$ cat src/rtl/core/efg_pkg.sv
// Shared definitions for the event flag group: field widths, request and
// status codes, and the packed layout of one queued waiter.
// No dependencies.
package efg_pkg;

    localparam int FLAG_W = 32;
    localparam int TASK_W = 8;
    localparam int FUNC_W = 3;
    localparam int STAT_W = 3;

    localparam logic [FUNC_W-1:0] FN_POLL   = 3'd0;
    localparam logic [FUNC_W-1:0] FN_WAIT   = 3'd1;
    localparam logic [FUNC_W-1:0] FN_CLEAR  = 3'd2;
    localparam logic [FUNC_W-1:0] FN_SET    = 3'd3;
    localparam logic [FUNC_W-1:0] FN_TOGGLE = 3'd4;
    localparam logic [FUNC_W-1:0] FN_CANCEL = 3'd5;
    localparam logic [FUNC_W-1:0] FN_DELETE = 3'd6;
    localparam logic [FUNC_W-1:0] FN_CREATE = 3'd7;

    localparam logic [STAT_W-1:0] STS_OK        = 3'd0;
    localparam logic [STAT_W-1:0] STS_NOT_MET   = 3'd1;
    localparam logic [STAT_W-1:0] STS_QUEUED    = 3'd2;
    localparam logic [STAT_W-1:0] STS_BAD_PARAM = 3'd3;
    localparam logic [STAT_W-1:0] STS_FULL      = 3'd4;
    localparam logic [STAT_W-1:0] STS_DELETED   = 3'd5;
    localparam logic [STAT_W-1:0] STS_INVALID   = 3'd6;
    localparam logic [STAT_W-1:0] STS_NOT_FOUND = 3'd7;

    typedef struct packed {
        logic [TASK_W-1:0] tid;
        logic [FLAG_W-1:0] pattern;
        logic              need_all;
        logic              auto_clear;
    } t_waiter;

endpackage

$ cat src/rtl/core/efg_req_if.sv
// Request channel of the event flag group: valid/ready plus one request.
// Depends on efg_pkg.
interface efg_req_if import efg_pkg::*; ();
    logic              valid;
    logic              ready;
    logic [FUNC_W-1:0] func;
    logic [TASK_W-1:0] task_id;
    logic [FLAG_W-1:0] flag_bits;
    logic              need_all;
    logic              auto_clear;

    modport source (output valid, func, task_id, flag_bits, need_all, auto_clear,
                    input ready);
    modport sink (input valid, func, task_id, flag_bits, need_all, auto_clear,
                  output ready);
endinterface

$ cat src/rtl/core/efg_rsp_if.sv
// Result channel of the event flag group: valid/ready plus one result.
// Depends on efg_pkg.
interface efg_rsp_if import efg_pkg::*; ();
    logic              valid;
    logic              ready;
    logic              kind;
    logic [TASK_W-1:0] target_task;
    logic [STAT_W-1:0] status;
    logic [FLAG_W-1:0] flags_seen;
    logic              last;

    modport source (output valid, kind, target_task, status, flags_seen, last,
                    input ready);
    modport sink (input valid, kind, target_task, status, flags_seen, last,
                  output ready);
endinterface

$ cat src/rtl/core/efg_ram.sv
// Generic simple dual-port RAM: one write port, one read port with
// registered read data. No dependencies.
module efg_ram #(
    parameter int WIDTH = 42,
    parameter int DEPTH = 8,
    localparam int AW = (DEPTH > 1) ? $clog2(DEPTH) : 1
) (
    input  logic             i_clk,
    input  logic             i_we,
    input  logic [AW-1:0]    i_waddr,
    input  logic [WIDTH-1:0] i_wdata,
    input  logic [AW-1:0]    i_raddr,
    output logic [WIDTH-1:0] o_rdata
);

    logic [WIDTH-1:0] r_mem [DEPTH];
    logic [WIDTH-1:0] r_rdata;

    always_ff @(posedge i_clk) begin
        if (i_we) begin
            r_mem[i_waddr] <= i_wdata;
        end
        r_rdata <= r_mem[i_raddr];
    end

    assign o_rdata = r_rdata;

endmodule

$ cat src/rtl/core/event_flag_group_with_waiters_unit.sv
// Event flag group with an ordered queue of blocked waiters.
// Depends on efg_pkg, efg_req_if, efg_rsp_if and efg_ram.
//
// One request is taken at a time. A request that needs no queue walk goes
// through capture, execute and reply before its reply is offered. Set (when
// it adds bits), toggle, cancel and delete walk the waiter queue through a
// single RAM read port, one waiter per cycle unless the result channel
// stalls a release, before their reply. Releases come out in queue order
// and are followed in the same transaction stream by the final reply, which
// carries last.
module event_flag_group_with_waiters_unit import efg_pkg::*; #(
    parameter int WAITER_SLOTS = 8
) (
    input  logic        i_clk,
    input  logic        i_rst_n,
    efg_req_if.sink     i_req,
    efg_rsp_if.source   o_rsp
);

    localparam int AW = (WAITER_SLOTS > 1) ? $clog2(WAITER_SLOTS) : 1;
    localparam int CW = $clog2(WAITER_SLOTS + 1);
    localparam int WW = $bits(t_waiter);

    localparam logic [1:0] S_IDLE  = 2'd0;
    localparam logic [1:0] S_EXEC  = 2'd1;
    localparam logic [1:0] S_SCAN  = 2'd2;
    localparam logic [1:0] S_REPLY = 2'd3;

    logic [1:0]        r_state, n_state;
    logic [FUNC_W-1:0] r_func, n_func;
    logic [TASK_W-1:0] r_tid, n_tid;
    logic [FLAG_W-1:0] r_pat, n_pat;
    logic              r_all, n_all;
    logic              r_clr, n_clr;
    logic [FLAG_W-1:0] r_flags, n_flags;
    logic              r_alive, n_alive;
    logic [CW-1:0]     r_count, n_count;
    logic [CW-1:0]     r_idx, n_idx;
    logic [CW-1:0]     r_keep, n_keep;
    logic              r_found, n_found;
    logic [STAT_W-1:0] r_rep_status, n_rep_status;
    logic [FLAG_W-1:0] r_rep_seen, n_rep_seen;

    logic              r_o_valid, n_o_valid;
    logic              r_o_kind, n_o_kind;
    logic [TASK_W-1:0] r_o_task, n_o_task;
    logic [STAT_W-1:0] r_o_status, n_o_status;
    logic [FLAG_W-1:0] r_o_seen, n_o_seen;
    logic              r_o_last, n_o_last;

    logic          s_we;
    logic [AW-1:0] s_waddr;
    logic [AW-1:0] s_raddr;
    t_waiter       s_wdata;
    logic [WW-1:0] s_rdata;
    t_waiter       s_rd;
    logic          s_out_free;
    logic [FLAG_W-1:0] s_hit;
    logic          s_met;
    logic [FLAG_W-1:0] s_whit;
    logic          s_wmet;
    logic          s_release;
    logic [CW-1:0] s_idx_inc;

    efg_ram #(
        .WIDTH (WW),
        .DEPTH (WAITER_SLOTS)
    ) u_slots (
        .i_clk   (i_clk),
        .i_we    (s_we),
        .i_waddr (s_waddr),
        .i_wdata (s_wdata),
        .i_raddr (s_raddr),
        .o_rdata (s_rdata)
    );

    assign s_rd       = t_waiter'(s_rdata);
    assign s_out_free = !r_o_valid || o_rsp.ready;
    assign s_hit      = r_flags & r_pat;
    assign s_met      = r_all ? (s_hit == r_pat) : (s_hit != '0);
    assign s_whit     = r_flags & s_rd.pattern;
    assign s_wmet     = s_rd.need_all ? (s_whit == s_rd.pattern) : (s_whit != '0);
    assign s_idx_inc  = r_idx + 1'b1;

    always_comb begin
        case (r_func)
            FN_SET, FN_TOGGLE: s_release = s_wmet;
            FN_CANCEL:         s_release = !r_found && (s_rd.tid == r_tid);
            default:           s_release = 1'b1;
        endcase
    end

    always_comb begin
        n_state      = r_state;
        n_func       = r_func;
        n_tid        = r_tid;
        n_pat        = r_pat;
        n_all        = r_all;
        n_clr        = r_clr;
        n_flags      = r_flags;
        n_alive      = r_alive;
        n_count      = r_count;
        n_idx        = r_idx;
        n_keep       = r_keep;
        n_found      = r_found;
        n_rep_status = r_rep_status;
        n_rep_seen   = r_rep_seen;
        n_o_valid    = r_o_valid && !o_rsp.ready;
        n_o_kind     = r_o_kind;
        n_o_task     = r_o_task;
        n_o_status   = r_o_status;
        n_o_seen     = r_o_seen;
        n_o_last     = r_o_last;
        s_we         = 1'b0;
        s_waddr      = r_keep[AW-1:0];
        s_wdata      = s_rd;
        s_raddr      = r_idx[AW-1:0];

        case (r_state)
            S_IDLE: begin
                if (i_req.valid) begin
                    n_func  = i_req.func;
                    n_tid   = i_req.task_id;
                    n_pat   = i_req.flag_bits;
                    n_all   = i_req.need_all;
                    n_clr   = i_req.auto_clear;
                    n_state = S_EXEC;
                end
            end
            S_EXEC: begin
                n_state      = S_REPLY;
                n_rep_seen   = '0;
                n_rep_status = STS_OK;
                n_idx        = '0;
                n_keep       = '0;
                n_found      = 1'b0;
                s_raddr      = '0;
                if (r_func == FN_CREATE) begin
                    if (r_alive) begin
                        n_rep_status = STS_BAD_PARAM;
                    end else begin
                        n_alive    = 1'b1;
                        n_flags    = r_pat;
                        n_count    = '0;
                        n_rep_seen = r_pat;
                    end
                end else if (!r_alive) begin
                    n_rep_status = STS_INVALID;
                end else begin
                    case (r_func)
                        FN_POLL, FN_WAIT: begin
                            if (r_pat == '0) begin
                                n_rep_status = STS_BAD_PARAM;
                            end else if (s_met) begin
                                n_rep_seen = r_flags;
                                if (r_clr) begin
                                    n_flags = r_flags & ~r_pat;
                                end
                            end else if (r_func == FN_POLL) begin
                                n_rep_status = STS_NOT_MET;
                            end else if (r_count == CW'(WAITER_SLOTS)) begin
                                n_rep_status = STS_FULL;
                            end else begin
                                s_we         = 1'b1;
                                s_waddr      = r_count[AW-1:0];
                                s_wdata      = '{tid: r_tid, pattern: r_pat,
                                                 need_all: r_all, auto_clear: r_clr};
                                n_count      = r_count + 1'b1;
                                n_rep_status = STS_QUEUED;
                            end
                        end
                        FN_CLEAR: begin
                            n_flags    = r_flags & ~r_pat;
                            n_rep_seen = r_flags & ~r_pat;
                        end
                        FN_SET: begin
                            if (s_hit != r_pat) begin
                                n_flags = r_flags | r_pat;
                                n_state = S_SCAN;
                            end else begin
                                n_rep_seen = r_flags;
                            end
                        end
                        FN_TOGGLE: begin
                            n_flags = r_flags ^ r_pat;
                            n_state = S_SCAN;
                        end
                        default: begin
                            n_state = S_SCAN;
                        end
                    endcase
                end
            end
            S_SCAN: begin
                if (r_idx == r_count) begin
                    n_state      = S_REPLY;
                    n_rep_status = STS_OK;
                    n_rep_seen   = r_flags;
                    n_count      = r_keep;
                    if (r_func == FN_DELETE) begin
                        n_count = '0;
                        n_alive = 1'b0;
                    end else if (r_func == FN_CANCEL && !r_found) begin
                        n_rep_status = STS_NOT_FOUND;
                        n_rep_seen   = '0;
                    end
                end else if (s_release) begin
                    if (s_out_free) begin
                        n_o_valid = 1'b1;
                        n_o_kind  = 1'b1;
                        n_o_task  = s_rd.tid;
                        n_o_last  = 1'b0;
                        n_o_seen  = '0;
                        n_idx     = s_idx_inc;
                        s_raddr   = s_idx_inc[AW-1:0];
                        case (r_func)
                            FN_SET, FN_TOGGLE: begin
                                n_o_status = STS_OK;
                                n_o_seen   = r_flags;
                                if (s_rd.auto_clear) begin
                                    n_flags = r_flags & ~s_rd.pattern;
                                end
                            end
                            FN_CANCEL: begin
                                n_o_status = STS_NOT_MET;
                                n_found    = 1'b1;
                            end
                            default: begin
                                n_o_status = STS_DELETED;
                            end
                        endcase
                    end
                end else begin
                    s_we    = 1'b1;
                    s_waddr = r_keep[AW-1:0];
                    s_wdata = s_rd;
                    n_keep  = r_keep + 1'b1;
                    n_idx   = s_idx_inc;
                    s_raddr = s_idx_inc[AW-1:0];
                end
            end
            default: begin
                if (s_out_free) begin
                    n_o_valid  = 1'b1;
                    n_o_kind   = 1'b0;
                    n_o_task   = r_tid;
                    n_o_status = r_rep_status;
                    n_o_seen   = r_rep_seen;
                    n_o_last   = 1'b1;
                    n_state    = S_IDLE;
                end
            end
        endcase
    end

    always_ff @(posedge i_clk) begin
        if (!i_rst_n) begin
            r_state   <= S_IDLE;
            r_flags   <= '0;
            r_alive   <= 1'b1;
            r_count   <= '0;
            r_idx     <= '0;
            r_keep    <= '0;
            r_found   <= 1'b0;
            r_o_valid <= 1'b0;
        end else begin
            r_state   <= n_state;
            r_flags   <= n_flags;
            r_alive   <= n_alive;
            r_count   <= n_count;
            r_idx     <= n_idx;
            r_keep    <= n_keep;
            r_found   <= n_found;
            r_o_valid <= n_o_valid;
        end
    end

    always_ff @(posedge i_clk) begin
        r_func       <= n_func;
        r_tid        <= n_tid;
        r_pat        <= n_pat;
        r_all        <= n_all;
        r_clr        <= n_clr;
        r_rep_status <= n_rep_status;
        r_rep_seen   <= n_rep_seen;
        r_o_kind     <= n_o_kind;
        r_o_task     <= n_o_task;
        r_o_status   <= n_o_status;
        r_o_seen     <= n_o_seen;
        r_o_last     <= n_o_last;
    end

    assign i_req.ready       = (r_state == S_IDLE);
    assign o_rsp.valid       = r_o_valid;
    assign o_rsp.kind        = r_o_kind;
    assign o_rsp.target_task = r_o_task;
    assign o_rsp.status      = r_o_status;
    assign o_rsp.flags_seen  = r_o_seen;
    assign o_rsp.last        = r_o_last;

    a_count_bound: assert property (@(posedge i_clk) disable iff (!i_rst_n)
        r_count <= CW'(WAITER_SLOTS))
        else $error("Waiter count exceeds the number of slots.");

    a_keep_behind: assert property (@(posedge i_clk) disable iff (!i_rst_n)
        (r_state == S_SCAN) |-> (r_keep <= r_idx) && (r_idx <= r_count))
        else $error("Queue compaction overtook the scan position.");

    a_release_not_last: assert property (@(posedge i_clk) disable iff (!i_rst_n)
        (o_rsp.valid && o_rsp.kind) |-> !o_rsp.last)
        else $error("A waiter release was marked as the final transaction.");

    a_dead_empty: assert property (@(posedge i_clk) disable iff (!i_rst_n)
        !r_alive |-> (r_count == '0))
        else $error("A deleted group still holds waiters.");

    a_accept_exec: assert property (@(posedge i_clk) disable iff (!i_rst_n)
        (i_req.valid && i_req.ready) |=> (r_state == S_EXEC))
        else $error("An accepted request did not reach execution.");

endmodule
$ cat src/flat_wrapper.sv
// flat-port wrapper written by rule: the top's interface ports become plain ports
module event_flag_group_with_waiters_unit_flat import efg_pkg::*;
#(
    parameter int WAITER_SLOTS = 8
)
  (i_clk, i_rst_n, i_req_valid, i_req_func, i_req_task_id, i_req_flag_bits, i_req_need_all, i_req_auto_clear, i_req_ready, o_rsp_valid, o_rsp_kind, o_rsp_target_task, o_rsp_status, o_rsp_flags_seen, o_rsp_last, o_rsp_ready);
  efg_req_if i_req_i ();
  efg_rsp_if o_rsp_i ();
  input  logic i_clk;
  input  logic i_rst_n;
  input wire logic [$bits(i_req_i.valid)-1:0] i_req_valid;
  input wire logic [$bits(i_req_i.func)-1:0] i_req_func;
  input wire logic [$bits(i_req_i.task_id)-1:0] i_req_task_id;
  input wire logic [$bits(i_req_i.flag_bits)-1:0] i_req_flag_bits;
  input wire logic [$bits(i_req_i.need_all)-1:0] i_req_need_all;
  input wire logic [$bits(i_req_i.auto_clear)-1:0] i_req_auto_clear;
  output wire logic [$bits(i_req_i.ready)-1:0] i_req_ready;
  output wire logic [$bits(o_rsp_i.valid)-1:0] o_rsp_valid;
  output wire logic [$bits(o_rsp_i.kind)-1:0] o_rsp_kind;
  output wire logic [$bits(o_rsp_i.target_task)-1:0] o_rsp_target_task;
  output wire logic [$bits(o_rsp_i.status)-1:0] o_rsp_status;
  output wire logic [$bits(o_rsp_i.flags_seen)-1:0] o_rsp_flags_seen;
  output wire logic [$bits(o_rsp_i.last)-1:0] o_rsp_last;
  input wire logic [$bits(o_rsp_i.ready)-1:0] o_rsp_ready;
  assign i_req_i.valid = i_req_valid;
  assign i_req_i.func = i_req_func;
  assign i_req_i.task_id = i_req_task_id;
  assign i_req_i.flag_bits = i_req_flag_bits;
  assign i_req_i.need_all = i_req_need_all;
  assign i_req_i.auto_clear = i_req_auto_clear;
  assign i_req_ready = i_req_i.ready;
  assign o_rsp_valid = o_rsp_i.valid;
  assign o_rsp_kind = o_rsp_i.kind;
  assign o_rsp_target_task = o_rsp_i.target_task;
  assign o_rsp_status = o_rsp_i.status;
  assign o_rsp_flags_seen = o_rsp_i.flags_seen;
  assign o_rsp_last = o_rsp_i.last;
  assign o_rsp_i.ready = o_rsp_ready;
  event_flag_group_with_waiters_unit #(.WAITER_SLOTS(WAITER_SLOTS)) u_core (.i_clk(i_clk), .i_rst_n(i_rst_n), .i_req(i_req_i), .o_rsp(o_rsp_i));
endmodule
$ cat config.mk
export PLATFORM = sky130hd
export DESIGN_NAME = event_flag_group_with_waiters_unit_flat
export DESIGN_NICKNAME = d
export VERILOG_FILES = /design/src/rtl/core/efg_pkg.sv /design/src/rtl/core/efg_req_if.sv /design/src/rtl/core/efg_rsp_if.sv /design/src/rtl/core/efg_ram.sv /design/src/rtl/core/event_flag_group_with_waiters_unit.sv /design/src/flat_wrapper.sv
export SDC_FILE = /design/constraint.sdc
export NUM_CORES = 1
export LEC_CHECK = 0
export BUFFER_PORTS_ARGS = -buffer_cell sky130_fd_sc_hd__buf_2
export CAP_MARGIN = 25
export CELL_PAD_IN_SITES_DETAIL_PLACEMENT = 1
export CELL_PAD_IN_SITES_GLOBAL_PLACEMENT = 2
export CORE_ASPECT_RATIO = 2
export CORE_MARGIN = 5
export CORE_UTILIZATION = 45
export DETAILED_ROUTE_END_ITERATION = 16
export GPL_ROUTABILITY_DRIVEN = 0
export PLACE_DENSITY_LB_ADDON = 0.1
export REMOVE_ABC_BUFFERS = 1
export SLEW_MARGIN = 15
export SYNTH_ARGS = -nofsm -noshare
export SYNTH_HDL_FRONTEND = slang
export SYNTH_SLANG_ARGS = --single-unit
$ cat constraint.sdc
create_clock -name i_clk -period 26.3 [get_ports i_clk]
set_input_delay 5.26 -clock i_clk [delete_from_list [all_inputs] [get_ports i_clk]]
set_output_delay 5.26 -clock i_clk [all_outputs]
set_load 0.1 [all_outputs]
==> results.py <==
metrics = {
    "route": {
        "dr_total_vias": 19663,
        "drt-total-wl_mm": 91.01,
        "drtPass1Iterations": 6,
        "drc": 0,
        "routedWlPerCell_um": 28.94,
        "final_antenna_net_count": 0,
        "avgViaCountPerCell": 6.252,
        "drt_first_iter_violations": 1372,
    },
    "layout": {
        "area.growth.synth_to_final_pct": 11.52,
        "nNetsFinal": 2512,
        "final_layout_size_suffix_gt1_share_pct": 14.13,
        "antenna_cells": 0,
    },
    "placement": {
        "port_buffers": 95,
        "hpwl_mm": 54.93,
        "dp_slack_ns": 17.10,
    },
    "flow_run": {
        "maxCapViolations": 0,
    },
    "timing": {
        "fraction_of_the_cycle_the_final_worst_path_needs_pct": 32.75,
        "report.final.setup_viol": 0,
        "rsz0062_at_grt": "false",
        "slew_viols_final": 0,
        "clock_skew_ns": 0.03156,
        "worst_slew_margin_rel_pct": 27.23,
        "tns_ns": 0,
        "timing.fmax_ghz": 0.1161,
        "fin_crit_ns": 8.614,
        "actual_slew_at_the_worst_max_slew_pin_ns": 1.080,
        "layout_setup_ws_ns": 17.69,
        "final-hold-violation-count": 0,
    },
    "global_routing": {
        "global_route.overflow_total": 0,
        "pin_count_of_the_biggest_net_entering_global_routing": 79,
        "global_route.usage.met1_pct": 30.62,
        "global_route_wire_length_before_repair_mm": 134.6,
        "globalRouteTotalUtil_pct": 27.19,
        "first_global_vias": 21255,
        "number_of_antenna_violations_at_the_first_check_in_global_routing": 0,
        "top_usage_layer": "met2",
        "grtUsageMet3_pct": 2.320,
        "grt_use_met2_pct": 50.88,
    },
    "clock_network": {
        "cts_tree": "built",
        "hold_buffers": 0,
        "post-cts-setup-buffers": 0,
        "cts_root_buffer": "sky130_fd_sc_hd__clkbuf_16",
        "cts_buffer_depth": 3,
        "cts_buffers": 52,
        "clk_latency_worst_skew_pair_ns": 0.63,
        "cts_htree_levels": 2,
        "numClockSinks": 552,
        "cts.reportedPaths.clkPinSlew_ns": 0.07,
        "postCtsResizedCells": 0,
    },
    "run_status": {
        "run_status": "complete, no violations",
    },
    "synth": {
        "synthesis.area_um2": 27120,
        "synthCells": 2294,
        "ys_ff_latch": 552,
        "synth_enable_flop_cells": 461,
        "ys.warnings.count": 0,
        "synth_cell_types": 65,
        "synth.yosys.seq_area_share_pct": 57.76,
        "async_flop_share_pct": 0,
        "post_synth.cell_area_avg_um2": 11.82,
        "yosys_most_used_dff": "sky130_fd_sc_hd__edfxtp_1",
    },
    "worst_setup_path": {
        "cp-start-kind": "input port",
        "cp.required_ns": 26.79,
        "timing.critical_path.cells": "buf_2 > nor2b_1 > nand3_1 > o22ai_1 > a31o_2 > buf_4 > a311o_2 > buf_4 > buf_4 > mux2i_1 > a32oi_1 > and3_1",
        "critical_path_class": "in -> reg",
        "max_stage_delay_ns": 0.88,
        "cpLargestDelayFamily": "buffers and inverters",
        "timing.critical_path.arrival_ns": 9.11,
        "timing.critical_path.slowest_stage_cell": "sky130_fd_sc_hd__buf_4",
        "critPathCaptureType": "register",
        "cp_max_fo": 48,
        "r2r_slack_ns": 20.40,
        "cp.buffers_inverters": 4,
        "critPathMostFrequentCell": "sky130_fd_sc_hd__buf_4",
    },
    "pwr": {
        "peakVddDrop_mv": 0.09438,
        "pwr_density_cell_nw_per_um2": 124.0,
        "power_leakage_nw": 10.25,
    },
    "floorplan": {
        "die_height_um": 357.2,
        "core_area_um2": 59910,
        "initial_utilization_pct": 45.27,
        "die_area_um2": 65580,
        "i_o_pin_total": 96,
        "die_width_um": 183.6,
        "placementRows": 127,
    },
    "worst_hold_path": {
        "hold_path.class": "reg -> reg",
    },
}
metrics by stage:
| step | instance area (um^2) | instances | util (%) | hold WS, ns | power, mW |
|---|---|---|---|---|---|
| floorplan | 26450 | 2133 | - | 0.4374 | 2.407 |
| finish | 30240 | 3145 | 50.49 | 0.5070 | 3.749 |
| CTS | 30200 | 3138 | 50.41 | 0.4990 | 3.758 |
| detailed placement | 28360 | 3040 | 47.35 | 0.4838 | 2.939 |
| global placement | 28360 | 3040 | 47.35 | 0.4616 | 2.890 |
| global route | 30240 | 3145 | 50.49 | 0.5281 | 3.907 |
area by class of cell:
type	count	area (um^2)
fill	6213	29660
sequential	552	15670
multi-input combinational	1471	10550
clock buffer	63	1424
tap	774	968.4
timing repair buffer	140	805.8
inverter	110	412.9
clock inverter	35	410.4
flip-flops by register name (all words and copies together), names as in the netlist, 2 cells and up:
name and cells:
u_core.u_slots.r_mem 336, u_core.u_slots.o_rdata 42, u_core.o_rsp.flags_seen 32, u_core.r_flags 32, u_core.r_pat 32, u_core.r_rep_seen 32
u_core.o_rsp.target_task 8, u_core.r_tid 8, u_core.r_count 4, u_core.r_idx 4, u_core.r_keep 4, u_core.o_rsp.status 3
u_core.r_func 3, u_core.r_rep_status 3, u_core.r_state 2
metal layers:
layer | part of all wire (%) | wire length [um] | vias up
li1 | - | - | 8760
met1 | 38 | 34350 | 10142
met2 | 53 | 48260 | 556
met3 | 3.7 | 3407 | 205
met4 | 5.5 | 4995 | 0
met5 | 0 | 0 | -
worst register-to-register path, cell delays in order (launching register included):
cell and delay, ns:
sky130_fd_sc_hd__edfxtp_1 0.64, sky130_fd_sc_hd__ha_1 0.32, sky130_fd_sc_hd__nor4_1 0.60, sky130_fd_sc_hd__nand4_1 0.20, sky130_fd_sc_hd__nor2_1 0.16, sky130_fd_sc_hd__a22o_1 0.36, sky130_fd_sc_hd__or4b_2 0.69, sky130_fd_sc_hd__nor2_4 0.11
sky130_fd_sc_hd__buf_4 0.68, sky130_fd_sc_hd__mux2i_1 0.63, sky130_fd_sc_hd__nand2_1 0.25, sky130_fd_sc_hd__nor2_4 0.12, sky130_fd_sc_hd__buf_4 0.66
path summary, 6_finish.rpt:
path / end / depth (start not counted) / start
worst min-delay path: u_core.r_found / 2 / u_core.r_found
worst max register to register: u_core.u_slots.r_mem[0][32] / 12 / u_core.r_pat[20]
worst max-delay path: u_core.u_slots.o_rdata[6] / 12 / o_rsp_ready
worst min register to register: u_core.r_found / 2 / u_core.r_found
cells in the final DEF, fill, tap and decap left out, types with 76 or more instances in the layout:
cell type and instances:
sky130_fd_sc_hd__buf_2 98, sky130_fd_sc_hd__edfxtp_1 461, sky130_fd_sc_hd__nand2_1 247, sky130_fd_sc_hd__o21ai_0 153, sky130_fd_sc_hd__mux2i_1 130, sky130_fd_sc_hd__nor2_1 126
sky130_fd_sc_hd__ha_1 134, sky130_fd_sc_hd__inv_1 107, sky130_fd_sc_hd__a22oi_1 76, sky130_fd_sc_hd__dfxtp_1 90
synthesized netlist by cell type (all sizes together), types with 11 or more instances:
cell type	count	area (um^2)
edfxtp	461	13840
nand2	247	927.1
o21ai	157	785.8
ha	136	1702
nor2	136	510.5
clkbuf	131	491.7
mux2i	131	1311
inv	110	412.9
dfxtp	91	1822
a22oi	76	570.6
mux2	62	698.2
a21oi	56	280.3
nand4	53	331.6
and3	46	287.8
a222oi	43	430.4
a32oi	43	376.6
o211ai	36	270.3
a21boi	34	255.3
a221oi	34	297.8
o2bb2ai	32	280.3
buf	30	177.7
nor4	25	156.4
o22ai	18	112.6
nand3	12	65.06
xor2	11	96.34
power by group:
| part | internal [mW] | total, mW | switching [mW] |
|---|---|---|---|
| registers | 1.21 | 1.36 | 0.146 |
| clock network | 0.460 | 0.814 | 0.355 |
| logic | 0.424 | 1.57 | 1.15 |
| total | 2.10 | 3.75 | 1.65 |
cells by family after synthesis:
kind of cell / Yosys count / share of synthesized area [%]
XOR/XNOR: 17 / 0.5490
adder cells (fa/ha/maj): 136 / 6.274
multiplexers: 193 / 7.409
flip-flops: 552 / 57.76
AND/OR/NAND/NOR: 564 / 9.499
AO/OA/AOI/OAI: 561 / 14.52
buffers and inverters: 271 / 3.991
(Power assumes the default switching activity.)
